$ cat config.mk
export PLATFORM = sky130hd
export DESIGN_NAME = elh_ctrl
export DESIGN_NICKNAME = d
export VERILOG_FILES = /design/src/rtl/elh_pkg.sv /design/src/rtl/elh_ctrl.sv
export SDC_FILE = /design/constraint.sdc
export NUM_CORES = 1
export LEC_CHECK = 0
export BUFFER_PORTS_ARGS = -buffer_cell sky130_fd_sc_hd__buf_2
export CAP_MARGIN = 25
export CELL_PAD_IN_SITES_DETAIL_PLACEMENT = 0
export CELL_PAD_IN_SITES_GLOBAL_PLACEMENT = 1
export CORE_MARGIN = 4
export CORE_UTILIZATION = 26
export DETAILED_ROUTE_END_ITERATION = 10
export HOLD_SLACK_MARGIN = 0.05
export MAX_ROUTING_LAYER = met4
export PLACE_DENSITY_LB_ADDON = 0.12
export SLEW_MARGIN = 20
export SYNTH_ARGS = -nofsm -noshare
export SYNTH_HDL_FRONTEND = slang
export SYNTH_SLANG_ARGS = --single-unit
$ cat constraint.sdc
create_clock -name clk -period 1 [get_ports clk]
set_input_delay 0.1 -clock clk [delete_from_list [all_inputs] [get_ports clk]]
set_output_delay 0.1 -clock clk [all_outputs]
set_load 0.05 [all_outputs]
$ cat src/rtl/elh_pkg.sv
// shared types and constants for the event latency histogram
package elh_pkg;

  localparam int CMD_W   = 3;
  localparam int EVNUM_W = 10;
  localparam int DATA_W  = 64;

  localparam logic [CMD_W-1:0] CMD_RECORD  = 3'd0;
  localparam logic [CMD_W-1:0] CMD_FREEZE  = 3'd1;
  localparam logic [CMD_W-1:0] CMD_DISABLE = 3'd2;
  localparam logic [CMD_W-1:0] CMD_CLOSE   = 3'd3;
  localparam logic [CMD_W-1:0] CMD_READ    = 3'd4;

  localparam logic REPORT_SLOT  = 1'b0;
  localparam logic REPORT_CLOSE = 1'b1;

  typedef enum logic [1:0] {
    ACT_NONE,
    ACT_RECORD,
    ACT_READ,
    ACT_CLOSE
  } act_t;

  typedef struct packed {
    logic [DATA_W-1:0] count;
    logic [DATA_W-1:0] sum;
    logic [DATA_W-1:0] peak;
  } slot_t;

  typedef struct packed {
    logic clear_en;
    logic capture;
    logic exec;
    act_t act;
    logic was_active;
  } dp_cmd_t;

  typedef struct packed {
    logic clear_last;
    logic out_free;
  } dp_status_t;

endpackage

$ cat src/rtl/elh_ctrl.sv
// controller: clearing sweep, mode tracking and per-item sequencing
module elh_ctrl #(
  parameter int SLOTS = 512
) (
  input  logic                        clk,
  input  logic                        rst,
  input  logic                        recording_enable,
  input  logic                        item_valid,
  input  logic [elh_pkg::CMD_W-1:0]   item_command,
  input  logic [elh_pkg::EVNUM_W-1:0] item_event_number,
  output logic                        item_ready,
  output elh_pkg::dp_cmd_t            cmd,
  input  elh_pkg::dp_status_t         status
);
  import elh_pkg::*;

  typedef enum logic [1:0] {
    ST_CLEAR,
    ST_IDLE,
    ST_EXEC
  } state_t;

  typedef enum logic [1:0] {
    MODE_OFF,
    MODE_RECORD,
    MODE_FROZEN
  } mode_t;

  state_t state;
  mode_t  mode;
  logic   mode_latched;
  act_t   act;
  logic   was_active;

  mode_t  mode_eff;
  mode_t  mode_next;
  act_t   act_next;
  logic   was_active_next;
  logic   idx_ok;
  logic   accept;
  logic   needs_out;

  assign item_ready = (state == ST_IDLE);
  assign accept     = item_valid && item_ready;
  assign idx_ok     = 32'(item_event_number) < SLOTS;
  assign mode_eff   = mode_latched ? mode : (recording_enable ? MODE_RECORD : MODE_OFF);
  assign needs_out  = (act == ACT_READ) || (act == ACT_CLOSE);

  always_comb begin
    mode_next       = mode_eff;
    act_next        = ACT_NONE;
    was_active_next = 1'b1;
    case (item_command)
      CMD_RECORD: begin
        if (mode_eff == MODE_RECORD && idx_ok) act_next = ACT_RECORD;
      end
      CMD_FREEZE: begin
        if (mode_eff == MODE_RECORD) mode_next = MODE_FROZEN;
      end
      CMD_DISABLE: begin
        mode_next = MODE_OFF;
      end
      CMD_CLOSE: begin
        act_next        = ACT_CLOSE;
        was_active_next = (mode_eff != MODE_OFF);
        mode_next       = MODE_OFF;
      end
      CMD_READ: begin
        if (idx_ok) act_next = ACT_READ;
      end
      default: ;
    endcase
  end

  always_comb begin
    cmd            = '0;
    cmd.clear_en   = (state == ST_CLEAR);
    cmd.capture    = accept;
    cmd.exec       = (state == ST_EXEC) && (!needs_out || status.out_free);
    cmd.act        = act;
    cmd.was_active = was_active;
  end

  always_ff @(posedge clk) begin
    if (rst) begin
      state        <= ST_CLEAR;
      mode         <= MODE_OFF;
      mode_latched <= 1'b0;
      act          <= ACT_NONE;
      was_active   <= 1'b0;
    end else begin
      unique case (state)
        ST_CLEAR: begin
          if (status.clear_last) state <= ST_IDLE;
        end
        ST_IDLE: begin
          if (accept) begin
            mode         <= mode_next;
            mode_latched <= 1'b1;
            act          <= act_next;
            was_active   <= was_active_next;
            state        <= ST_EXEC;
          end
        end
        ST_EXEC: begin
          if (cmd.exec) state <= ST_IDLE;
        end
        default: state <= ST_IDLE;
      endcase
    end
  end

endmodule

======== Word level (Yosys, flattened, before mapping) ========
Cells that the tools add are included.
operators by class
  eq/ne operators ......................... 12
  reductions and logical operators ........ 12
  magnitude comparators ................... 1
  multiplexer cells ....................... 12
operators with widths
  cell                                                                     count
  2-bit two-way mux                                                        6
  2-bit case mux with 3 select lines                                       2
  10-bit less-than comparator, second input constant                       1
  2-bit == test, second input constant                                     3
  3-bit by 2-bit == test with 1-bit output, second input constant          2
  2-bit by 1-bit == test with 1-bit output, second input constant          2
  2-bit by 1-bit inequality test with 1-bit output, second input constant  2
  2-bit case mux with 2 select lines                                       1
  3-bit by 1-bit == test with 1-bit output, second input constant          1
  3-bit == test, second input constant                                     1
  1-bit logical AND                                                        3
  3-bit zero test                                                          1
  1-bit two-way mux                                                        3
  3-bit AND reduction                                                      1
  2-bit zero test                                                          1
  1-bit logical OR                                                         2
  2-bit inequality test, second input constant                             1
  2-bit AND reduction                                                      1
  2-bit nonzero test                                                       1
  2-bit OR reduction                                                       1
  1-bit zero test                                                          1
storage, ports and cells
  word-level logic and storage cells ...... 42
  bits of input ports ..................... 19
  register bits after elaboration ......... 8
  output and inout bits ................... 7

======== Longest topological paths before layout ========
  depth after elaboration ................. 7
  depth in mapped cells ................... 4
  gate-level depth less buffers ........... 4

======== Worst setup path after synthesis ========
OpenSTA, ideal clock, no wires.
  path type ............................... reg2out
  start point ............................. register act[1]
  end point ............................... output cmd[3] in the netlist's numbering
  data required time ...................... 0.900 ns
  cell stages (with the launch flop) ...... 3
  slack ................................... -0.947 ns
  path buffers ............................ 0
  arrival time ............................ 1.847 ns
  cell sequence ........................... dfxtp_1 nor2b_1 nor3b_1
RTL lines
  item                    line             RTL
  from (decl)             elh_ctrl.sv:32   act_t act;
  from (signal assigned)  elh_ctrl.sv:100  act <= act_next;
  to (decl)               elh_ctrl.sv:12   output elh_pkg::dp_cmd_t cmd,

==> metrics <==
vias in the first global route 475; first-pass GRT wire length ~2100 um; syn nets 72; crit-path max FO 4; clock slew at reported path FFs 0.06 ns; RSZ-0062 raised after global routing true; post-route setup slack -0.175 ns; chip height 50.7 um; fillcell total 172; Syn Inst Count 53; Peak VDD IR 0.493 mV; CTS Buf Count 3; final setup skew ~0.016 ns; area share of the largest cell type after synthesis 33.8%; share of layout cells above drive strength 1 62.5%; final instance area just over 800 sq um; Critical Path RT 0.90 ns; Setup crit end kind output pin; DRT iter0 DRCs 7; initial antenna violation count 0; CP arrival 1.07 ns; core footprint 0.00173 sq mm; residual DRC count 0; Top cell by count, worst path buf_6; area delta synth->final 71.2%; f_max around 0.85 GHz; post-synthesis register bit count 8; routed vias 483; Die W 50.7 um; Non-Filler Instances 105; pin count of the biggest net entering global routing 9; Longest Clk Path Bufs 2; GRT Residual Overflow 0; num ports 26; Crit Path Category reg -> out; die area 0.00257 sq mm; post-route ant nets 0; startpoint class of the critical path register; Final #Nets 100; Mapped Area approximately 470 sq um; register area 173 sq um; placed inst area around 640 sq um; drt first pass iters 3; mean cell area of the mapped netlist 8.95 sq um; Synth area leader dfxtp_1; gpl congestion 0.760; Final min period approximately 1.2 ns; power per cell area 1180 mW/mm^2; wire per inst between 10 and 15 um; Slew Limit Fails 0; Leakage Power 0.337 nW; slowest CP cell dfxtp_4; Tcrit/Tclk final 117%; post-DR vias/cell 4.60; DP Worst Slack -0.0287 ns; max_cap viols 0; status finished, violations left; Final Power 962 uW; tightest slew margin relative to the limit a little under nine tenths; dpl cells 97; setup violators final 7; endpoints failing hold 0; clk sinks 8; worst skew pair latency about 0.26 ns; Netlist cell types 28; setup tns final -0.617 ns; crit path cell chain buf_6 > nor3b_4 > buf_6; Initial Utilization 27.5%; final wirelength ~1100 um; buffers added on ports 16; Synthesis Warnings 0; ANT cells 0; H-tree Lvls 1; failing checks setup timing; dpl hpwl 854 um; sequential area share after synthesis about 34%; Hold Path Class in -> reg; Site Rows 15; area occupied by multi-input gates approximately 360 sq um; TritonCTS clock tree built; slowest stage delay, CP 0.35 ns; most area-consuming cells after synthesis dfxtp_1, a21oi_1, nand3b_4, nand2b_1, nor2_1; GRT Util Overall 11.1%; Tightest Pin Transition 0.216 ns; CTS Root Cell clkbuf_4
-- routing by layer --
metal	share of wire [%]	GRT usage (%)	wire [um]
met1	48	13.9	539
met5	0	-	0
met4	2.1	5.38	24
met2	46	15.2	516
met3	4.1	4.45	46
-- flip-flops by register name, summed over array words and instances (netlist names) --
signal,flops
mode_latched,1
was_active,1
act,2
state,2
mode,2
-- cell usage after synthesis --
master	number
dfxtp_1	8
a21oi_1	5
nor2_1	5
nand2b_1	3
o21ai_1	3
and3b_1	2
buf_4	2
nand2_1	2
nor2_2	2
nor2b_1	2
nor3b_1	2
a211oi_1	1
a311oi_2	1
a31oi_2	1
and2_1	1
and2b_1	1
clkinv_4	1
inv_1	1
nand3b_1	1
nand3b_4	1
nor3_1	1
nor4_1	1
o2111ai_1	1
o2111ai_2	1
o211a_1	1
o21bai_1	1
o221ai_1	1
o22ai_1	1
-- layout make-up --
| cell class | instances | share of cell area [%] |
|---|---|---|
| clock buffers | 4 | 3.24 |
| inverters | 2 | 1.54 |
| multi-input cells | 41 | 44.2 |
| flip-flops and latches | 8 | 21.3 |
| well taps | 25 | 3.85 |
| repair buffers | 25 | 25.9 |
-- stage by stage --
stage               hold slack, ns  utilization [%]
finish                       0.100             47.0
global route                 0.101             47.0
CTS                         0.0880             44.7
detailed placement           0.375             37.1
global placement             0.376             37.1
floorplan                    0.163                -
-- path summary, 6_finish.rpt --
kind | from | endpoint | slack (ns) | cells after the start
worst max-delay path | state[0] | cmd[3] | -0.17 | 3
worst min-delay path | rst | state[1] | 0.10 | 2
worst max register to register | state[0] | mode[0] | -0.04 | 6
worst min register to register | was_active | was_active | 0.51 | 2
-- logic make-up (layout without fill, tap and decap cells) --
group / after synthesis / after routing / share of synthesized area [%]
DFF: 8 / 8 / 33.8
AOI/OAI and AO/OA: 17 / 17 / 27.7
buffers and inverters: 4 / 31 / 5.80
and+or+nand+nor: 24 / 24 / 32.7
-- layout by cell type (no fill, tap or decap), drive strengths merged --
master    n
a311oi    1
o22ai     1
nor2      7
o21bai    1
a21oi     5
clkbuf    6
a31oi     1
o21ai     3
buf      23
o2111ai   2
and2b     1
nor3b     2
nand2b    3
nor3      1
nor4      1
inv       1
o211a     1
and2      1
o221ai    1
nand3b    2
nor2b     2
and3b     2
a211oi    1
dfxtp     8
nand2     2
clkinv    1
-- worst max-delay path, delay by kind of cell, from the launching register on --
kind	cells	cell delay, ns
AND/OR/NAND/NOR	1	0.18
buffers and inverters	2	0.30
flip-flops	1	0.35
-- power by group --
group          switching [mW]  total (mW)  internal (mW)
Clock                   0.117       0.269          0.153
Sequential             0.0233       0.362          0.339
Combinational           0.178       0.331          0.153
Total                   0.318       0.962          0.644
-- timing repair --
| action | in CTS | in global routing |
|---|---|---|
| resized for setup | 24 | 11 |
| pin swaps | 3 | 3 |
| endpoints found under the setup margin | 8 | 14 |
| hold buffers | 0 | 0 |
| hold endpoints to repair | 0 | 0 |
| buffers inserted | 4 | 0 |
No activity file was read; power rests on OpenSTA's default activity.
